$ cat src/rtl/pcm_pkg.sv
`timescale 1ns / 1ps
// pcm_pkg: types and constants shared by the priority ceiling mutex core
// and its channel interfaces. no dependencies.

package pcm_pkg;

    localparam int unsigned TASK_W = 16;
    localparam int unsigned PRIO_W = 8;

    localparam logic OP_LOCK   = 1'b0;
    localparam logic OP_UNLOCK = 1'b1;

    localparam logic [1:0] ST_GRANTED  = 2'd0;
    localparam logic [1:0] ST_QUEUED   = 2'd1;
    localparam logic [1:0] ST_FULL     = 2'd2;
    localparam logic [1:0] ST_RELEASED = 2'd3;

    localparam logic [PRIO_W-1:0] RESET_CEILING = 8'd100;

    typedef logic [TASK_W-1:0] t_task;
    typedef logic [PRIO_W-1:0] t_prio;

    // one waiter as stored in the queue memory
    typedef struct packed {
        t_task task_id;
        t_prio prio;
    } t_entry;

    typedef struct packed {
        logic [1:0] status;
        logic       boost_valid;
        t_prio      boost_priority;
        logic       restore_valid;
        t_prio      restore_priority;
        logic       wake_valid;
        t_task      wake_task;
    } t_result;

endpackage

$ cat src/rtl/pcm_in_if.sv
`timescale 1ns / 1ps
// pcm_in_if: request channel of the priority ceiling mutex (lock / unlock)
// depends on pcm_pkg

interface pcm_in_if import pcm_pkg::*; ();
    logic  valid;
    logic  ready;
    logic  operation;
    t_task task_id;
    t_prio task_priority;

    modport source (output valid, output operation, output task_id,
                    output task_priority, input ready);
    modport sink   (input valid, input operation, input task_id,
                    input task_priority, output ready);
endinterface

$ cat src/rtl/pcm_out_if.sv
`timescale 1ns / 1ps
// pcm_out_if: result channel of the priority ceiling mutex
// depends on pcm_pkg

interface pcm_out_if import pcm_pkg::*; ();
    logic       valid;
    logic       ready;
    logic [1:0] status;
    logic       boost_valid;
    t_prio      boost_priority;
    logic       restore_valid;
    t_prio      restore_priority;
    logic       wake_valid;
    t_task      wake_task;

    modport source (output valid, output status, output boost_valid,
                    output boost_priority, output restore_valid,
                    output restore_priority, output wake_valid,
                    output wake_task, input ready);
    modport sink   (input valid, input status, input boost_valid,
                    input boost_priority, input restore_valid,
                    input restore_priority, input wake_valid,
                    input wake_task, output ready);
endinterface

$ cat src/rtl/pcm_cfg_if.sv
`timescale 1ns / 1ps
// pcm_cfg_if: configuration write channel carrying the initial ceiling
// depends on pcm_pkg

interface pcm_cfg_if import pcm_pkg::*; ();
    logic  valid;
    logic  ready;
    t_prio data;

    modport source (output valid, output data, input ready);
    modport sink   (input valid, input data, output ready);
endinterface

$ cat src/rtl/priority_ceiling_mutex_core.sv
`timescale 1ns / 1ps
// priority_ceiling_mutex_core: one mutex with a priority ceiling and a
// priority-ordered wait queue held in a synchronous memory.
// depends on pcm_pkg, pcm_in_if, pcm_out_if, pcm_cfg_if
//
// usage:
//   i_in carries lock (operation 0) and unlock (operation 1) transactions,
//   o_out returns exactly one result transaction per request, and i_cfg
//   writes the initial ceiling, which also reloads the ceiling at once.
//   a request is taken only when the sequencer is idle. a grant, a drop
//   or an unlock with an empty queue goes straight to the finish state.
//   a queued lock walks the queue memory from its tail, one entry per
//   cycle, moving less urgent waiters up.
//   an unlock with waiters reads the head and shifts the rest down one
//   entry per cycle. the queue memory has a single write port and a
//   registered read port.
//   the result sits in an output register; while it waits the next
//   request can be accepted and processed, and the sequencer only holds
//   its following result until o_out.ready frees the register.
//   reset (synchronous, active low) empties the queue by its count, frees
//   the mutex and sets the ceiling to 100; no clearing pass is needed.

module priority_ceiling_mutex_core import pcm_pkg::*; #(
    parameter int unsigned QUEUE_DEPTH = 16
) (
    input  logic       i_clk,
    input  logic       i_rst_n,
    pcm_in_if.sink     i_in,
    pcm_cfg_if.sink    i_cfg,
    pcm_out_if.source  o_out
);

    localparam int unsigned AW = (QUEUE_DEPTH > 1) ? $clog2(QUEUE_DEPTH) : 1;
    localparam int unsigned CW = AW + 1;
    localparam logic [CW-1:0] DEPTH_C = CW'(QUEUE_DEPTH);

    localparam logic [2:0] S_IDLE = 3'd0;
    localparam logic [2:0] S_INS  = 3'd1;
    localparam logic [2:0] S_PUT  = 3'd2;
    localparam logic [2:0] S_POP  = 3'd3;
    localparam logic [2:0] S_FIN  = 3'd4;

    // queue memory, sorted by priority, fifo among equals
    t_entry r_mem [QUEUE_DEPTH];
    t_entry r_rd_data;

    logic          rd_en;
    logic [AW-1:0] rd_addr;
    logic          wr_en;
    logic [AW-1:0] wr_addr;
    t_entry        wr_data;

    logic [2:0]    r_state,      n_state;
    logic          r_locked,     n_locked;
    t_prio         r_orig,       n_orig;
    logic          r_orig_valid, n_orig_valid;
    t_prio         r_ceiling,    n_ceiling;
    logic [CW-1:0] r_count,      n_count;
    logic [CW-1:0] r_pos,        n_pos;
    logic [AW-1:0] r_idx,        n_idx;
    t_entry        r_new,        n_new;
    t_result       r_res,        n_res;
    logic          r_out_valid,  n_out_valid;
    t_result       r_out,        n_out;

    logic [CW-1:0] count_m1;
    logic [CW-1:0] pos_m1;
    logic [CW-1:0] pos_m2;
    logic          accept;
    t_prio         lock_ceiling;

    assign count_m1 = r_count - CW'(1);
    assign pos_m1   = r_pos - CW'(1);
    assign pos_m2   = r_pos - CW'(2);
    assign accept   = i_in.valid && i_in.ready;
    assign lock_ceiling = (i_in.task_priority < r_ceiling) ? i_in.task_priority : r_ceiling;

    assign i_in.ready  = (r_state == S_IDLE);
    assign i_cfg.ready = 1'b1;

    always_comb begin
        n_state      = r_state;
        n_locked     = r_locked;
        n_orig       = r_orig;
        n_orig_valid = r_orig_valid;
        n_ceiling    = r_ceiling;
        n_count      = r_count;
        n_pos        = r_pos;
        n_idx        = r_idx;
        n_new        = r_new;
        n_res        = r_res;
        n_out_valid  = r_out_valid;
        n_out        = r_out;
        rd_en        = 1'b0;
        rd_addr      = '0;
        wr_en        = 1'b0;
        wr_addr      = '0;
        wr_data      = r_new;

        if (r_out_valid && o_out.ready) begin
            n_out_valid = 1'b0;
        end

        case (r_state)
            S_IDLE: begin
                if (accept) begin
                    n_res = '0;
                    n_new = '{task_id: i_in.task_id, prio: i_in.task_priority};
                    n_state = S_FIN;
                    if (i_in.operation == OP_LOCK) begin
                        n_ceiling = lock_ceiling;
                        if (!r_locked) begin
                            n_locked     = 1'b1;
                            n_orig       = i_in.task_priority;
                            n_orig_valid = 1'b1;
                            n_res.status = ST_GRANTED;
                            if (lock_ceiling < i_in.task_priority) begin
                                n_res.boost_valid    = 1'b1;
                                n_res.boost_priority = lock_ceiling;
                            end
                        end else if (r_count < DEPTH_C) begin
                            n_res.status = ST_QUEUED;
                            if (r_count == '0) begin
                                wr_en   = 1'b1;
                                wr_addr = '0;
                                wr_data = n_new;
                                n_count = CW'(1);
                            end else begin
                                // start at the tail and walk toward the head
                                rd_en   = 1'b1;
                                rd_addr = count_m1[AW-1:0];
                                n_pos   = r_count;
                                n_state = S_INS;
                            end
                        end else begin
                            n_res.status = ST_FULL;
                        end
                    end else begin
                        n_res.status = ST_RELEASED;
                        if (r_orig_valid && (i_in.task_priority != r_orig)) begin
                            n_res.restore_valid    = 1'b1;
                            n_res.restore_priority = r_orig;
                        end
                        n_orig_valid = 1'b0;
                        n_orig       = '0;
                        n_locked     = 1'b0;
                        if (r_count != '0) begin
                            rd_en   = 1'b1;
                            rd_addr = '0;
                            n_idx   = '0;
                            n_state = S_POP;
                        end
                    end
                end
            end
            S_INS: begin
                // r_rd_data holds the entry just below the hole at r_pos
                if (r_rd_data.prio > r_new.prio) begin
                    wr_en   = 1'b1;
                    wr_addr = r_pos[AW-1:0];
                    wr_data = r_rd_data;
                    n_pos   = pos_m1;
                    if (r_pos == CW'(1)) begin
                        n_state = S_PUT;
                    end else begin
                        rd_en   = 1'b1;
                        rd_addr = pos_m2[AW-1:0];
                    end
                end else begin
                    wr_en   = 1'b1;
                    wr_addr = r_pos[AW-1:0];
                    wr_data = r_new;
                    n_count = r_count + CW'(1);
                    n_state = S_FIN;
                end
            end
            S_PUT: begin
                wr_en   = 1'b1;
                wr_addr = r_pos[AW-1:0];
                wr_data = r_new;
                n_count = r_count + CW'(1);
                n_state = S_FIN;
            end
            S_POP: begin
                if (r_idx == '0) begin
                    n_res.wake_valid = 1'b1;
                    n_res.wake_task  = r_rd_data.task_id;
                end else begin
                    wr_en   = 1'b1;
                    wr_addr = r_idx - AW'(1);
                    wr_data = r_rd_data;
                end
                if ({1'b0, r_idx} == count_m1) begin
                    n_count = count_m1;
                    n_state = S_FIN;
                end else begin
                    rd_en   = 1'b1;
                    rd_addr = r_idx + AW'(1);
                    n_idx   = r_idx + AW'(1);
                end
            end
            S_FIN: begin
                if (!r_out_valid || o_out.ready) begin
                    n_out_valid = 1'b1;
                    n_out       = r_res;
                    n_state     = S_IDLE;
                end
            end
            default: begin
                n_state = S_IDLE;
            end
        endcase

        if (i_cfg.valid && i_cfg.ready) begin
            n_ceiling = i_cfg.data;
        end
    end

    always_ff @(posedge i_clk) begin
        if (wr_en) begin
            r_mem[wr_addr] <= wr_data;
        end
        if (rd_en) begin
            r_rd_data <= r_mem[rd_addr];
        end
    end

    always_ff @(posedge i_clk) begin
        if (!i_rst_n) begin
            r_state      <= S_IDLE;
            r_locked     <= 1'b0;
            r_orig       <= '0;
            r_orig_valid <= 1'b0;
            r_ceiling    <= RESET_CEILING;
            r_count      <= '0;
            r_out_valid  <= 1'b0;
        end else begin
            r_state      <= n_state;
            r_locked     <= n_locked;
            r_orig       <= n_orig;
            r_orig_valid <= n_orig_valid;
            r_ceiling    <= n_ceiling;
            r_count      <= n_count;
            r_out_valid  <= n_out_valid;
        end
    end

    always_ff @(posedge i_clk) begin
        r_pos <= n_pos;
        r_idx <= n_idx;
        r_new <= n_new;
        r_res <= n_res;
        r_out <= n_out;
    end

    assign o_out.valid            = r_out_valid;
    assign o_out.status           = r_out.status;
    assign o_out.boost_valid      = r_out.boost_valid;
    assign o_out.boost_priority   = r_out.boost_priority;
    assign o_out.restore_valid    = r_out.restore_valid;
    assign o_out.restore_priority = r_out.restore_priority;
    assign o_out.wake_valid       = r_out.wake_valid;
    assign o_out.wake_task        = r_out.wake_task;

    a_count_bound: assert property (@(posedge i_clk) disable iff (!i_rst_n)
        r_count <= DEPTH_C)
        else $error("wait count above queue depth");

    a_ins_hole: assert property (@(posedge i_clk) disable iff (!i_rst_n)
        (r_state == S_INS) |-> (r_pos != '0) && r_locked)
        else $error("insert walk without a hole above the head");

    a_pop_shrinks: assert property (@(posedge i_clk) disable iff (!i_rst_n)
        (r_state == S_POP) && (n_state == S_FIN) |=> r_count == $past(count_m1))
        else $error("pop did not remove exactly one waiter");

    a_wake_released: assert property (@(posedge i_clk) disable iff (!i_rst_n)
        o_out.valid && o_out.wake_valid |-> o_out.status == ST_RELEASED)
        else $error("wake reported on a lock result");

endmodule

$ cat src/flat_wrapper.sv
// flat-port wrapper written by rule: the top's interface ports become plain ports
module priority_ceiling_mutex_core_flat import pcm_pkg::*;
#(
    parameter int unsigned QUEUE_DEPTH = 16
)
  (i_clk, i_rst_n, i_in_valid, i_in_operation, i_in_task_id, i_in_task_priority, i_in_ready, i_cfg_valid, i_cfg_data, i_cfg_ready, o_out_valid, o_out_status, o_out_boost_valid, o_out_boost_priority, o_out_restore_valid, o_out_restore_priority, o_out_wake_valid, o_out_wake_task, o_out_ready);
  pcm_in_if i_in_i ();
  pcm_cfg_if i_cfg_i ();
  pcm_out_if o_out_i ();
  input  logic i_clk;
  input  logic i_rst_n;
  input wire logic [$bits(i_in_i.valid)-1:0] i_in_valid;
  input wire logic [$bits(i_in_i.operation)-1:0] i_in_operation;
  input wire logic [$bits(i_in_i.task_id)-1:0] i_in_task_id;
  input wire logic [$bits(i_in_i.task_priority)-1:0] i_in_task_priority;
  output wire logic [$bits(i_in_i.ready)-1:0] i_in_ready;
  input wire logic [$bits(i_cfg_i.valid)-1:0] i_cfg_valid;
  input wire logic [$bits(i_cfg_i.data)-1:0] i_cfg_data;
  output wire logic [$bits(i_cfg_i.ready)-1:0] i_cfg_ready;
  output wire logic [$bits(o_out_i.valid)-1:0] o_out_valid;
  output wire logic [$bits(o_out_i.status)-1:0] o_out_status;
  output wire logic [$bits(o_out_i.boost_valid)-1:0] o_out_boost_valid;
  output wire logic [$bits(o_out_i.boost_priority)-1:0] o_out_boost_priority;
  output wire logic [$bits(o_out_i.restore_valid)-1:0] o_out_restore_valid;
  output wire logic [$bits(o_out_i.restore_priority)-1:0] o_out_restore_priority;
  output wire logic [$bits(o_out_i.wake_valid)-1:0] o_out_wake_valid;
  output wire logic [$bits(o_out_i.wake_task)-1:0] o_out_wake_task;
  input wire logic [$bits(o_out_i.ready)-1:0] o_out_ready;
  assign i_in_i.valid = i_in_valid;
  assign i_in_i.operation = i_in_operation;
  assign i_in_i.task_id = i_in_task_id;
  assign i_in_i.task_priority = i_in_task_priority;
  assign i_in_ready = i_in_i.ready;
  assign i_cfg_i.valid = i_cfg_valid;
  assign i_cfg_i.data = i_cfg_data;
  assign i_cfg_ready = i_cfg_i.ready;
  assign o_out_valid = o_out_i.valid;
  assign o_out_status = o_out_i.status;
  assign o_out_boost_valid = o_out_i.boost_valid;
  assign o_out_boost_priority = o_out_i.boost_priority;
  assign o_out_restore_valid = o_out_i.restore_valid;
  assign o_out_restore_priority = o_out_i.restore_priority;
  assign o_out_wake_valid = o_out_i.wake_valid;
  assign o_out_wake_task = o_out_i.wake_task;
  assign o_out_i.ready = o_out_ready;
  priority_ceiling_mutex_core #(.QUEUE_DEPTH(QUEUE_DEPTH)) u_core (.i_clk(i_clk), .i_rst_n(i_rst_n), .i_in(i_in_i), .i_cfg(i_cfg_i), .o_out(o_out_i));
endmodule
$ cat config.mk
export PLATFORM = sky130hd
export DESIGN_NAME = priority_ceiling_mutex_core_flat
export DESIGN_NICKNAME = d
export VERILOG_FILES = /design/src/rtl/pcm_pkg.sv /design/src/rtl/pcm_in_if.sv /design/src/rtl/pcm_out_if.sv /design/src/rtl/pcm_cfg_if.sv /design/src/rtl/priority_ceiling_mutex_core.sv /design/src/flat_wrapper.sv
export SDC_FILE = /design/constraint.sdc
export NUM_CORES = 1
export LEC_CHECK = 0
export CORE_AREA = 4 4 200 202
export DETAILED_ROUTE_END_ITERATION = 10
export DIE_AREA = 0 0 204 206
export DONT_BUFFER_PORTS = 1
export GPL_TIMING_DRIVEN = 0
export PLACE_DENSITY = 0.78
export SETUP_SLACK_MARGIN = 0.02
export SYNTH_ARGS = -nofsm -noshare
export SYNTH_HDL_FRONTEND = slang
export SYNTH_SLANG_ARGS = --single-unit
$ cat constraint.sdc
create_clock -name i_clk -period 5.55 [get_ports i_clk]
set_clock_uncertainty 0.2 [all_clocks]
set_input_delay 1.11 -clock i_clk [delete_from_list [all_inputs] [get_ports i_clk]]
set_output_delay 1.11 -clock i_clk [all_outputs]
set_load 0.05 [all_outputs]
* Yosys cells after proc, flatten, opt, wreduce, memory -nomap -nowiden *
Memories as Yosys holds them, arrays and structs flattened. A register that Yosys moved wholly into a read port is not among the register bits.
Cells that the tools add are included.

word-level totals
  bits of input ports = 38
  word-level logic and storage cells = 177
  register bits after elaboration = 134
  RAM bits = 384
  output and inout port bits = 40
  memories = 1

memories
  memory        words  bits a word  read ports  clocked after Yosys merged registers in  write ports  line                               source
  u_core.r_mem  16     24           1           1                                        1            priority_ceiling_mutex_core.sv:44  t_entry r_mem [QUEUE_DEPTH];

operators by class
  $add $sub $neg = 6
  magnitude comparators = 4
  reduce and logical (&&, ||, !) cells = 27
  mux-type cells = 89
  equal/unequal tests = 24
  bitwise operators = 1

operator list
  cell                                              count
  two-way mux 24 bit                                7
  one-hot mux 24 bit (3 select lines)               1
  two-way mux 5 bit                                 13
  two-way mux 8 bit                                 7
  two-way mux 4 bit                                 13
  two-way mux 17 bit                                2
  one-hot mux 17 bit (2 select lines)               1
  two-way mux 3 bit                                 10
  two-way mux 1 bit                                 23
  != test 2 bit, second input constant              11
  one-hot mux 5 bit (4 select lines)                1
  two-way mux 9 bit                                 2
  less-than comparator 8 bit                        2
  one-hot mux 4 bit (2 select lines)                2
  one-hot mux 3 bit (5 select lines)                1
  one-hot mux 4 bit (3 select lines)                1
  != test 2 x 1 -> 1 bit, second input constant     5
  one-hot mux 5 bit (2 select lines)                1
  subtractor 5 x 1 -> 5 bit, second input constant  2
  AND reduction 3 bit                               3
  > comparator 8 bit                                1
  != test 8 bit                                     1
  AND reduction 8 bit                               1
  nonzero test 2 bit                                4
  other kinds (28)                                  36

* Logic depth before layout (Yosys ltp) *
Gate-level depths: netlist of the first run.

  depth in word-level cells = 9
  gate-level depth with buffers = 15
  gate-level depth less buffers = 14

* Worst setup path after synthesis of the first run *
Ideal clock, no wire load.

  path kind = register -> register
  start point = register u_core.r_state[0]
  end point = register u_core.r_rd_data[0] (netlist name)
  arrival = 3893 ps
  path slack = 1017 ps
  stages on the path, launching flop included = 5
  setup time = 440 ps
  path buffers = 1
  clock period less this slack = 4533 ps
  data required time = 4910 ps
  cell sequence = dfxtp_1 buf_4 nor3_1 nand2_1 o21ai_0

on the way
  longest elaborated chain between the ends = 4
  elaborated cells between the ends (all ways) = 8
  classes of those cells = eq/ne (2); mux (4); reduce/logical (2)

ends and longest elaborated chain
  element                               line                                source
  from (decl)                           priority_ceiling_mutex_core.sv:53   logic [2:0] r_state, n_state;
  from (signal assigned)                priority_ceiling_mutex_core.sv:238  r_state <= n_state;
  zero test 3 bit *                     priority_ceiling_mutex_core.sv:78   assign i_in.ready = (r_state == S_IDLE);
  net i_in_ready                        flat_wrapper.sv:16                  output wire logic [$bits(i_in_i.ready)-1:0] i_in_ready;
  logical AND 1 bit                     priority_ceiling_mutex_core.sv:75   assign accept = i_in.valid && i_in.ready;
  two-way mux 1 bit                     priority_ceiling_mutex_core.sv:106  if (accept) begin
  one-hot mux 1 bit (3 select lines) *  priority_ceiling_mutex_core.sv:104  case (r_state)
  net u_core.rd_en                      priority_ceiling_mutex_core.sv:47   logic rd_en;

The timed path passes the listed nets; every way through them passes the cells marked *.
A chain may end at the register's enable or synchronous reset.

* Worst setup path after layout of the first run *
  start point = register u_core.r_count[1]
  end point = register u_core.r_rd_data[16] (netlist name)

on the way
  longest elaborated chain between the ends = 7
  elaborated cells between the ends (all ways) = 20
  classes of those cells = add/sub (1); order compare (1); eq/ne (1); mux (15); reduce/logical (2)

ends and longest elaborated chain
  element                                                                                   line                                                                   source
  from (decl)                                                                               priority_ceiling_mutex_core.sv:58                                      logic [CW-1:0] r_count, n_count;
  from (signal assigned)                                                                    priority_ceiling_mutex_core.sv:243                                     r_count <= n_count;
  subtractor 5 x 1 -> 5 bit or zero test 5 bit (tied branches)                              priority_ceiling_mutex_core.sv:72, priority_ceiling_mutex_core.sv:123
  two-way mux 4 bit or two-way mux 1 bit (tied branches)                                    priority_ceiling_mutex_core.sv:123                                     if (r_count == '0) begin
  two-way mux 4 bit or two-way mux 1 bit (tied branches)                                    priority_ceiling_mutex_core.sv:121                                     end else if (r_count < DEPTH_C) begin
  two-way mux 4 bit or two-way mux 1 bit (tied branches)                                    priority_ceiling_mutex_core.sv:112                                     if (!r_locked) begin
  two-way mux 4 bit or two-way mux 1 bit (tied branches)                                    priority_ceiling_mutex_core.sv:110                                     if (i_in.operation == OP_LOCK) begin
  two-way mux 4 bit or two-way mux 1 bit (tied branches)                                    priority_ceiling_mutex_core.sv:106
  one-hot mux 4 bit (3 select lines) or one-hot mux 1 bit (3 select lines) (tied branches)  priority_ceiling_mutex_core.sv:104

Several ways; a longest one is shown, not always the timed one.

==> results of run 1 <==
## cells in the mapped netlist, types with 3 or more instances
library cell  instances
xor2_1               13
o22ai_1              97
nor2b_1               3
nand2b_1             11
edfxtp_1            515
nand2_1              38
or3_1                 5
buf_2                34
buf_6                 5
a211oi_1              6
ha_1                 30
xnor2_1               8
and4_1                3
a222oi_1             24
nand4_1               3
o21ai_0              19
nand3_1              11
a22oi_1              11
o21a_1                4
o211ai_1              3
or4_1                24
clkbuf_1             20
and2_1               26
a211o_1               5
mux2i_1             205
nor2_1               54
inv_1                63
a21oi_1              26
dfxtp_1              27
and3_1                3
nor3_1                9
a21o_1                7
buf_4                10
nor3b_1               4
## flip-flops by register name (all words and copies together) (netlist names), 4 cells and up
name,count
u_core.r_idx,4
u_core.r_count,5
u_core.o_out.restore_priority,8
u_core.r_orig,8
u_core.r_mem,384
u_core.r_rd_data,24
u_core.o_out.wake_task,16
u_core.o_out.boost_priority,8
u_core.r_res,37
u_core.r_ceiling,8
u_core.r_pos,5
u_core.r_new,24
## routing by layer
layer / part of all wire [%] / vias up / global-route usage (%)
li1: - / 5461 / -
met1: 37 / 6252 / 30.5
met2: 49 / 693 / 40.8
met3: 10 / 104 / 5.46
met4: 3.2 / 2 / 7.90
met5: 0.024 / - / 0
## area by class of cell
class	instances	share of cell area, %
repair buffers	5	0.373
clock buffers	71	5.69
inverters	65	0.997
plain buffers	73	1.70
flip-flops and latches	542	65.4
multi-input cells	691	22.5
clock inverters	18	0.715
well taps	518	2.65
## layout by cell type (no fill, tap or decap), types with 30 or more instances in the layout
| master | n |
|---|---|
| clkbuf_1 | 38 |
| mux2i_1 | 205 |
| o22ai_1 | 97 |
| ha_1 | 30 |
| buf_2 | 34 |
| clkbuf_16 | 53 |
| edfxtp_1 | 515 |
| nand2_1 | 38 |
| inv_1 | 62 |
| nor2_1 | 38 |
## metrics by stage
step | utilization, % | setup TNS [ns] | area [µm²] | std cells | setup WS, ns
detailed placement | 59.8 | 0 | 22900 | 1894 | 0.441
CTS | 63.9 | 0 | 24500 | 1983 | 0.997
finish | 63.9 | 0 | 24500 | 1983 | 0.889
floorplan | - | 0 | 22000 | 1371 | 1.02
global placement | 59.2 | -52.25 | 22700 | 1889 | -1.21
global route | 63.9 | 0 | 24500 | 1983 | 0.712
## path summary, 6_finish.rpt
kind,from,to,depth (start not counted)
max,u_core.r_count[1]$_SDFFE_PN0P_,u_core.r_rd_data[16]$_DFFE_PP_,14
min,u_core.r_res[11]$_SDFFCE_PN0P_,u_core.o_out.wake_task[11]$_DFFE_PP_,0
min reg2reg,u_core.r_res[11]$_SDFFCE_PN0P_,u_core.o_out.wake_task[11]$_DFFE_PP_,0
max reg2reg,u_core.r_count[1]$_SDFFE_PN0P_,u_core.r_rd_data[16]$_DFFE_PP_,14
## kinds of logic after synthesis
kind of cell             count (synthesis)  share of synthesized area (%)
other                                    1                         0.0170
buffers and inverters                  138                           2.99
XOR/XNOR                                23                           1.06
adder cells (fa/ha/maj)                 30                           1.70
AO/OA/AOI/OAI                          222                           7.01
flip-flops                             542                           72.6
multiplexers                           205                           9.31
AND/OR/NAND/NOR                        210                           5.26
## worst max-delay path: stages, from the launching register on
cell and delay (ns):
dfxtp_1 0.31, buf_2 0.17, inv_1 0.07, ha_1 0.23
or3b_1 0.38, buf_6 0.15, xnor2_4 0.13, nor4_4 0.36
o32ai_2 0.12, a31oi_1 0.51, buf_2 0.31, buf_2 0.41
mux2i_1 0.27, o22ai_1 0.15, or4_1 0.59
## power groups by stage
stage / registers (mW) / logic (mW) / clock network, mW
2_1_floorplan: 4.94 / 0.357 / 0
3_3_place_gp: 4.96 / 0.477 / 0
3_5_place_dp: 4.97 / 0.517 / 0
4_1_cts: 4.88 / 0.521 / 3.35
5_1_grt: 4.89 / 0.575 / 3.51
6_report: 4.88 / 0.527 / 3.32
==> results.py, run 1 <==
metrics = {
    "pwr": {
        "p_total_mw": 8.73,
        "power_leakage_nw": 9.47,
        "power.switching_mw": 1.98,
        "vdd_drop_max_mv": 0.207,
        "powerDensity_nw_per_um2": 357,
        "seq_power_share_pct": 55.9,
        "p_clk_share_pct": 38.0,
        "switching_share_pct": 22.6,
        "p_int_mw": 6.75,
        "comb_power_share_pct": 6.0,
    },
    "synth": {
        "ys_warn_count": 0,
        "yosys_register_bits": 542,
        "synthTopCellsByArea": "edfxtp_1 70%, mux2i_1 9.3%, o22ai_1 2.8%",
        "async_flop_share_pct": 0,
        "ys_seq_area_share_pct": 72.6,
        "synthesis.area_um2": 22000,
        "synth_top_cell_by_area": "edfxtp_1",
        "synth.distinct_cells": 71,
        "syn_nets": 1439,
        "syn_avg_cell_area_um2": 16.1,
        "ys.flop_type": "edfxtp_1",
        "synth_top_area_share_pct": 70.2,
        "synthCells": 1371,
        "synth_edf_count": 515,
    },
    "final_layout": {
        "multiInputGateArea_um2": 5510,
        "fill_cells": 2547,
        "layout-area-overhead-vs-synth_pct": 11.1,
        "antenna_cells": 0,
        "drive_above_1_share_pct": 10.9,
        "seqCellArea_um2": 16000,
        "final_net_count": 1497,
    },
    "sta": {
        "max_slew_margin_pct": 5.67,
        "period_share_pct": 84.0,
        "slew_viol_final": 0,
        "grt_setup_unrepaired": "no",
        "fin_crit_ns": 4.66,
        "hold_violations": 0,
        "worst_slew_pin_slew_ns": 1.39,
        "setup_violations": 0,
        "fin_hold_ws_ns": 0.205,
        "fmax_mhz": 215,
    },
    "detailed_routing": {
        "vias_per_cell": 6.31,
        "drc_errors": 0,
        "ant_nets": 0,
        "wl_per_cell_um": 25.6,
        "routed_wl_um": 50800,
        "vias": 12500,
        "drt_iter0_markers": 1425,
        "drtPass1Iterations": 6,
    },
    "floorplan": {
        "num_io_pins": 78,
        "die_x_um": 204,
        "rows": 72,
        "die-area_um2": 42000,
        "start_util_pct": 57.5,
        "core_area_um2": 38300,
        "die_y_um": 206,
    },
    "placement": {
        "port_buffers": 0,
        "finalWeightedCongestion": 0.851,
        "hpwl_um": 32300,
    },
    "critical_path": {
        "worstPathRequired_ns": 5.64,
        "worstPathMaxFanout": 10,
        "worstSetupEndpointType": "flop",
        "worstPathArrival_ns": 4.75,
        "crit_type": "reg -> reg",
        "worst_setup_path_start_kind": "flop",
        "r2r_setup_slack_ns": 0.89,
    },
    "flow_run": {
        "maxCapViolations": 0,
    },
    "clock_tree": {
        "cts-buffers-inserted": 51,
        "cts_sinks": 542,
        "cts_setup_buffers": 0,
        "post_cts_resize_count": 0,
        "htree_levels": 2,
        "cts_tree": "done",
        "cts_hold_buffers": 0,
        "cts_root_buffer": "clkbuf_16",
        "path_clk_slew_ns": 0.07,
        "clockBufferDepth": 3,
        "clk_latency_ns": 0.58,
    },
    "outcome": {
        "status": "finished clean",
    },
    "global_routing": {
        "antenna_found_initial": 2,
        "grt_pass1_vias": 12400,
        "grt_use_total_pct": 23.8,
        "grt_first_pass_wirelength_um": 75200,
        "overflow": 0,
        "grt_max_degree": 38,
    },
    "hold_path": {
        "min_path_type": "reg -> reg",
    },
}
No activity file was read; power rests on OpenSTA's default activity.
==> run 2: changes to the inputs <==
--- a/config.mk
+++ b/config.mk
@@ -5,12 +5,12 @@
 export SDC_FILE = /design/constraint.sdc
 export NUM_CORES = 1
 export LEC_CHECK = 0
-export CORE_AREA = 4 4 200 202
+export CORE_AREA = 4 4 202 204
 export DETAILED_ROUTE_END_ITERATION = 10
-export DIE_AREA = 0 0 204 206
+export DIE_AREA = 0 0 206 208
 export DONT_BUFFER_PORTS = 1
 export GPL_TIMING_DRIVEN = 0
-export PLACE_DENSITY = 0.78
+export PLACE_DENSITY = 0.8
 export SETUP_SLACK_MARGIN = 0.02
 export SYNTH_ARGS = -nofsm -noshare
 export SYNTH_HDL_FRONTEND = slang
==> constraint.sdc (replaced) <==
create_clock -name i_clk -period 4 [get_ports i_clk]
set_clock_uncertainty 0.2 [all_clocks]
set_input_delay 0.8 -clock i_clk [delete_from_list [all_inputs] [get_ports i_clk]]
set_output_delay 0.8 -clock i_clk [all_outputs]
set_load 0.05 [all_outputs]
==> results.py, run 2 (synthesis gave the netlist of run 1 again) <==
metrics = {
    "critical_path": {
        "worstPathMaxFanout": 7,
        "worst_path_max_delay_cell": "or4_1",
        "cp_cell_sequence": "ha_1, nor2b_1, o211ai_1, a211o_1, nand2_1, a31oi_4, buf_12, clkbuf_16, buf_16, buf_12, mux2i_1, o22ai_1, or4_1",
        "critPathMostFrequentCell": "buf_12",
        "crit_type": "reg -> reg",
        "worstPathRequired_ns": 4.12,
        "cpPeakStageDelay_ns": 0.54,
        "worst-path-buf-inv": 4,
        "worstSetupEndpointType": "flop",
        "worst_setup_path_start_kind": "flop",
        "crit_family": "simple AND/OR/NAND/NOR gates",
        "worstPathArrival_ns": 4.11,
    },
    "detailed_routing": {
        "wl_per_cell_um": 29.2,
        "drc_errors": 0,
        "vias": 13500,
        "routed_wl_um": 59200,
        "drtPass1Iterations": 7,
        "vias_per_cell": 6.66,
        "drt_iter0_markers": 2268,
        "ant_nets": 0,
    },
    "global_routing": {
        "grt_pass1_vias": 12900,
        "grt_max_degree": 38,
        "grt_use_total_pct": 24.3,
        "antenna_found_initial": 0,
        "grt_first_pass_wirelength_um": 78800,
        "overflow": 0,
    },
    "final_layout": {
        "largest_reg_flops": 384,
        "largestRegisters": "u_core.r_mem (384), u_core.r_res (37)",
        "final_cell_mix": "515 x edfxtp_1, 187 x mux2i_1, 94 x o22ai_1",
        "fill_cells": 2389,
        "final_common_cell": "edfxtp_1",
        "regMostFlops": "u_core.r_mem",
        "layout-area-overhead-vs-synth_pct": 17.2,
        "antenna_cells": 0,
        "utilization_pct": 65.8,
        "final_net_count": 1527,
        "drive_above_1_share_pct": 17.1,
    },
    "clock_tree": {
        "cts-buffers-inserted": 49,
        "path_clk_slew_ns": 0.08,
        "clk_latency_ns": 0.61,
        "cts_root_buffer": "clkbuf_16",
        "cts_tree": "done",
        "clockBufferDepth": 3,
        "cts_hold_buffers": 0,
        "cts_sinks": 542,
        "htree_levels": 2,
    },
    "sta": {
        "fin_crit_ns": 3.99,
        "worst_slew_pin_slew_ns": 1.14,
        "hold_violations": 0,
        "grt_setup_unrepaired": "yes",
        "period_share_pct": 99.9,
        "slew_viol_final": 0,
        "max_slew_margin_pct": 23.6,
        "setup_violations": 0,
        "fmax_mhz": 250,
        "fin_hold_ws_ns": 0.0928,
    },
    "pwr": {
        "p_total_mw": 12.8,
        "vdd_drop_max_mv": 0.332,
        "powerDensity_nw_per_um2": 495,
        "power_leakage_nw": 9.98,
    },
    "placement": {
        "finalWeightedCongestion": 0.856,
        "port_buffers": 0,
        "hpwl_um": 32900,
    },
    "outcome": {
        "status": "finished clean",
    },
    "floorplan": {
        "die_x_um": 206,
        "rows": 73,
        "core_area_um2": 39300,
        "start_util_pct": 56.1,
        "die_y_um": 208,
        "num_io_pins": 78,
        "die-area_um2": 42800,
    },
    "flow_run": {
        "maxCapViolations": 0,
    },
    "hold_path": {
        "min_path_type": "in -> reg",
    },
}
[run 2: cell count changes in the layout (fill, tap and decap cells not counted), moves of 8 or more]
| cell | previous run | this run |
|---|---|---|
| buf_12 | 4 | 22 |
| buf_2 | 34 | 6 |
| buf_4 | 10 | 24 |
| clkbuf_1 | 38 | 30 |
| clkbuf_16 | 53 | 63 |
| inv_1 | 62 | 51 |
| inv_2 | 2 | 13 |
| mux2i_1 | 205 | 187 |
| mux2i_2 | 0 | 13 |
[run 2: final timing paths]
path	startpoint	end	slack (ns)	cells after the start
setup / recovery	u_core.r_rd_data[1]$_DFFE_PP_	u_core.r_rd_data[8]$_DFFE_PP_	0.006	13
hold / removal	i_in_task_priority[1]	u_core.r_new[1]$_DFFE_PP_	0.09	0
setup reg to reg	u_core.r_rd_data[1]$_DFFE_PP_	u_core.r_rd_data[8]$_DFFE_PP_	0.006	13
hold reg to reg	u_core.r_res[15]$_SDFFCE_PN0P_	u_core.o_out.wake_task[15]$_DFFE_PP_	0.22	0
[run 2: repair_timing]
action | in CTS | in global routing
buffers inserted | 3 | 16
hold endpoints to repair | 0 | 0
gates cloned | 0 | 17
resized for setup | 48 | 125
setup endpoints to repair | 504 | 497
pin swaps | 5 | 12
[run 2: routing by layer]
metal  vias up  wire [µm]  track usage, %
met2      1113      29800            41.2
met5         -          0               0
li1       5541          -               -
met1      6633      20300            31.1
met4         0       2510            9.82
met3       195       6590            4.47
[run 2: worst register-to-register path, delay by kind of cell (launching register included)]
family                   cells  cell delay [ns]
AO/OA/AOI/OAI                4             0.92
adder cells (fa/ha/maj)      1             0.34
buffers and inverters        4             0.65
flip-flops                   1             0.46
multiplexers                 1             0.17
AND/OR/NAND/NOR              3             0.96
[run 2: layout make-up]
cell class / instances / area [µm²] / area share (%)
repair inverters: 2 / 12.5 / 0.0484
clock buffers: 69 / 1370 / 5.31
well taps: 525 / 657 / 2.54
multi-input cells: 691 / 5770 / 22.3
flip-flops and latches: 542 / 16000 / 62.0
plain buffers: 72 / 812 / 3.14
repair buffers: 36 / 569 / 2.20
inverters: 65 / 244 / 0.945
clock inverters: 22 / 384 / 1.49
[run 2: per-stage QoR]
stage | instance area (µm²) | TNS (ns) | setup slack [ns] | cells
finish | 25800 | 0 | 0.00572 | 2024
global route | 25800 | -0.562 | -0.0687 | 2024
CTS | 24800 | -0.0000830 | -0.0000830 | 1991
detailed placement | 22900 | -309.64 | -0.902 | 1898
global placement | 22700 | -521.37 | -1.61 | 1896
floorplan | 22000 | 0 | 0.195 | 1371
[run 2: power by group]
group	internal [mW]	total (mW)	leakage [nW]	switching, mW
clock	3.01	5.17	0.851	2.17
combinational	0.260	0.832	4.21	0.572
sequential	6.53	6.78	4.92	0.247
total	9.80	12.8	9.98	2.99
==> run 3: changes to the inputs <==
--- a/config.mk
+++ b/config.mk
@@ -5,9 +5,12 @@
 export SDC_FILE = /design/constraint.sdc
 export NUM_CORES = 1
 export LEC_CHECK = 0
-export CORE_AREA = 4 4 202 204
+export ABC_CLOCK_PERIOD_IN_PS = 4000
+export CELL_PAD_IN_SITES_DETAIL_PLACEMENT = 1
+export CELL_PAD_IN_SITES_GLOBAL_PLACEMENT = 2
+export CORE_AREA = 4 4 232 234
 export DETAILED_ROUTE_END_ITERATION = 10
-export DIE_AREA = 0 0 206 208
+export DIE_AREA = 0 0 236 238
 export DONT_BUFFER_PORTS = 1
 export GPL_TIMING_DRIVEN = 0
 export PLACE_DENSITY = 0.8
==> results.py, run 3 (synthesis gave the netlist of run 1 again) <==
metrics = {
    "outcome": {
        "status": "finished clean",
    },
    "critical_path": {
        "cpPeakStageDelay_ns": 0.48,
        "worstPathMaxFanout": 10,
        "cp_cell_sequence": "inv_1, ha_1, and4_1, nand2b_1, a211o_1, and2_4, o311ai_4, buf_4, or3_1, clkbuf_4, buf_6, o22ai_1, or4_1",
        "worst_setup_path_start_kind": "flop",
        "worst-path-buf-inv": 4,
        "crit_cells": 13,
        "crit_family": "simple AND/OR/NAND/NOR gates",
        "endpoint": "u_core.r_rd_data[5]$_DFFE_PP_",
        "worstPathArrival_ns": 4.02,
        "critPathLaunch": "u_core.r_rd_data[0]$_DFFE_PP_",
        "regToRegStartpoint": "u_core.r_rd_data[0]$_DFFE_PP_",
        "worstPathRequired_ns": 4.11,
        "crit_type": "reg -> reg",
        "worstSetupEndpointType": "flop",
        "r2r_setup_slack_ns": 0.09,
        "worst_path_max_delay_cell": "o311ai_4",
        "r2r_end": "u_core.r_rd_data[5]$_DFFE_PP_",
        "reg2reg_depth": 13,
    },
    "final_layout": {
        "layout-area-overhead-vs-synth_pct": 17.1,
        "final_cell_mix": "515 x edfxtp_1, 199 x mux2i_1, 96 x o22ai_1",
        "largest_reg_flops": 384,
        "regMostFlops": "u_core.r_mem",
        "final_net_count": 1528,
        "fin_area_um2": 25800,
        "drive_above_1_share_pct": 15.4,
        "final_common_cell": "edfxtp_1",
        "fin_cells": 2193,
        "largestRegisters": "u_core.r_mem (384), u_core.r_res (37)",
        "fill_cells": 4920,
    },
    "global_routing": {
        "grt_max_degree": 38,
        "overflow": 0,
        "grt_pass1_vias": 13300,
        "grt_first_pass_wirelength_um": 86600,
        "antenna_found_initial": 3,
        "grt_use_total_pct": 20.5,
    },
    "sta": {
        "fin_crit_ns": 3.91,
        "worst_slew_pin_slew_ns": 1.13,
        "hold_violations": 0,
        "max_slew_margin_pct": 24.4,
        "slew_viol_final": 0,
        "setup_violations": 0,
        "fmax_mhz": 255,
        "period_share_pct": 97.9,
    },
    "detailed_routing": {
        "ant_nets": 0,
        "drt_iter0_markers": 1125,
        "vias": 12500,
        "drc_errors": 0,
        "routed_wl_um": 58900,
        "vias_per_cell": 5.70,
        "drtPass1Iterations": 5,
        "topRoutingLayerUsed": "met4",
        "m1WireLength_um": 24500,
        "met3WireLength_um": 3780,
        "wl_met2_um": 29500,
        "wl_per_cell_um": 26.9,
    },
    "clock_tree": {
        "cts-buffers-inserted": 55,
        "cts_sinks": 542,
        "cts_root_buffer": "clkbuf_16",
        "path_clk_slew_ns": 0.06,
        "cts_hold_buffers": 0,
        "htree_levels": 2,
        "clk_latency_ns": 0.62,
        "cts_tree": "done",
        "clockBufferDepth": 3,
    },
    "pwr": {
        "powerDensity_nw_per_um2": 488,
        "p_int_mw": 9.64,
        "vdd_drop_max_mv": 0.437,
        "p_clk_share_pct": 39.9,
        "switching_share_pct": 23.5,
        "seq_power_share_pct": 53.8,
        "power.switching_mw": 2.95,
        "p_total_mw": 12.6,
        "comb_power_share_pct": 6.4,
        "power_leakage_nw": 9.95,
    },
    "floorplan": {
        "start_util_pct": 42.3,
        "die-area_um2": 56200,
        "die_x_um": 236,
        "num_io_pins": 78,
        "rows": 84,
        "core_area_um2": 52000,
        "die_y_um": 238,
    },
    "placement": {
        "port_buffers": 0,
        "hpwl_um": 38800,
        "finalWeightedCongestion": 0.773,
        "place_area_um2": 23500,
        "place_inst": 2078,
    },
    "flow_run": {
        "maxCapViolations": 0,
    },
    "hold_path": {
        "min_path_type": "in -> reg",
    },
}
## run 3: changes by cell type in the layout (fill, tap and decap cells not counted), moves of 4 or more
cell / delta
clkbuf_16: -6
inv_1: +7
inv_2: -7
mux2i_2: -7
clkbuf_1: -6
mux2i_1: +12
clkinv_2: +10
clkbuf_8: -6
clkinv_1: +14
bufinv_16: -4
buf_6: +5
mux2i_4: -5
## run 3: routing by layer
| metal | GRT usage, % | up-vias |
|---|---|---|
| met2 | 35.8 | 408 |
| met1 | 26.8 | 6485 |
| li1 | - | 5543 |
| met4 | 5.13 | 0 |
| met3 | 3.83 | 71 |
| met5 | 0 | - |
## run 3: worst min-delay path by stage
| stage | startpoint | to | slack, ns | depth (start not counted) |
|---|---|---|---|---|
| 5_1_grt | i_in_task_id[4] | u_core.r_new[12]$_DFFE_PP_ | 0.04 | 0 |
| 3_3_place_gp | u_core.r_res[32]$_SDFFCE_PP0P_ | u_core.o_out.boost_priority[6]$_DFFE_PP_ | 0.20 | 0 |
| 3_5_place_dp | u_core.r_res[12]$_SDFFCE_PN0P_ | u_core.o_out.wake_task[12]$_DFFE_PP_ | 0.21 | 0 |
| 6_report | i_in_task_id[3] | u_core.r_new[11]$_DFFE_PP_ | 0.07 | 0 |
| 4_1_cts | i_in_task_id[5] | u_core.r_new[13]$_DFFE_PP_ | 0.04 | 0 |
| 2_1_floorplan | u_core.r_res[26]$_SDFFCE_PP0P_ | u_core.o_out.boost_priority[0]$_DFFE_PP_ | 0.20 | 0 |
## run 3: worst register-to-register path: cells and delay by family (launching register included)
| kind | cells | cell delay [ns] |
|---|---|---|
| simple gates | 5 | 1.17 |
| compound gates | 3 | 0.91 |
| buf+inv | 4 | 0.72 |
| flops | 1 | 0.41 |
| fa+ha+maj | 1 | 0.22 |
## run 3: power by group through the flow
| stage | Combinational, mW | Clock, mW | Sequential [mW] |
|---|---|---|---|
| 5_1_grt | 0.880 | 5.37 | 6.79 |
| 3_3_place_gp | 0.688 | 0 | 6.89 |
| 3_5_place_dp | 0.760 | 0 | 6.89 |
| 2_1_floorplan | 0.496 | 0 | 6.85 |
| 4_1_cts | 0.776 | 5.09 | 6.77 |
| 6_report | 0.803 | 5.02 | 6.77 |
## run 3: through the flow
stage	TNS, ns	utilization, %	setup slack (ns)	hold slack [ns]
global route	-0.0540	49.6	-0.0326	0.0412
floorplan	0	-	0.195	0.200
CTS	0	48.8	0.0204	0.0401
detailed placement	-342.31	45.1	-1.21	0.205
global placement	-732.47	44.0	-1.99	0.201
finish	0	49.6	0.0855	0.0707
## run 3: cell type report
cell class | count | area, µm² | share of cell area (%)
Antenna cell | 1 | 2.50 | 0.00970
Inverter | 65 | 244 | 0.946
Clock buffer | 64 | 1420 | 5.50
Buffer | 72 | 688 | 2.67
Multi-Input combinational cell | 691 | 5660 | 21.9
Timing Repair Buffer | 33 | 588 | 2.28
Clock inverter | 37 | 330 | 1.28
Sequential cell | 542 | 16000 | 62.0
Tap cell | 688 | 861 | 3.34
## run 3: timing repair
action,4_1_cts,5_1_grt
resized for setup,51,70
pin swaps,5,4
setup buffers,3,8
gates cloned,1,2
endpoints found under the setup margin,450,305
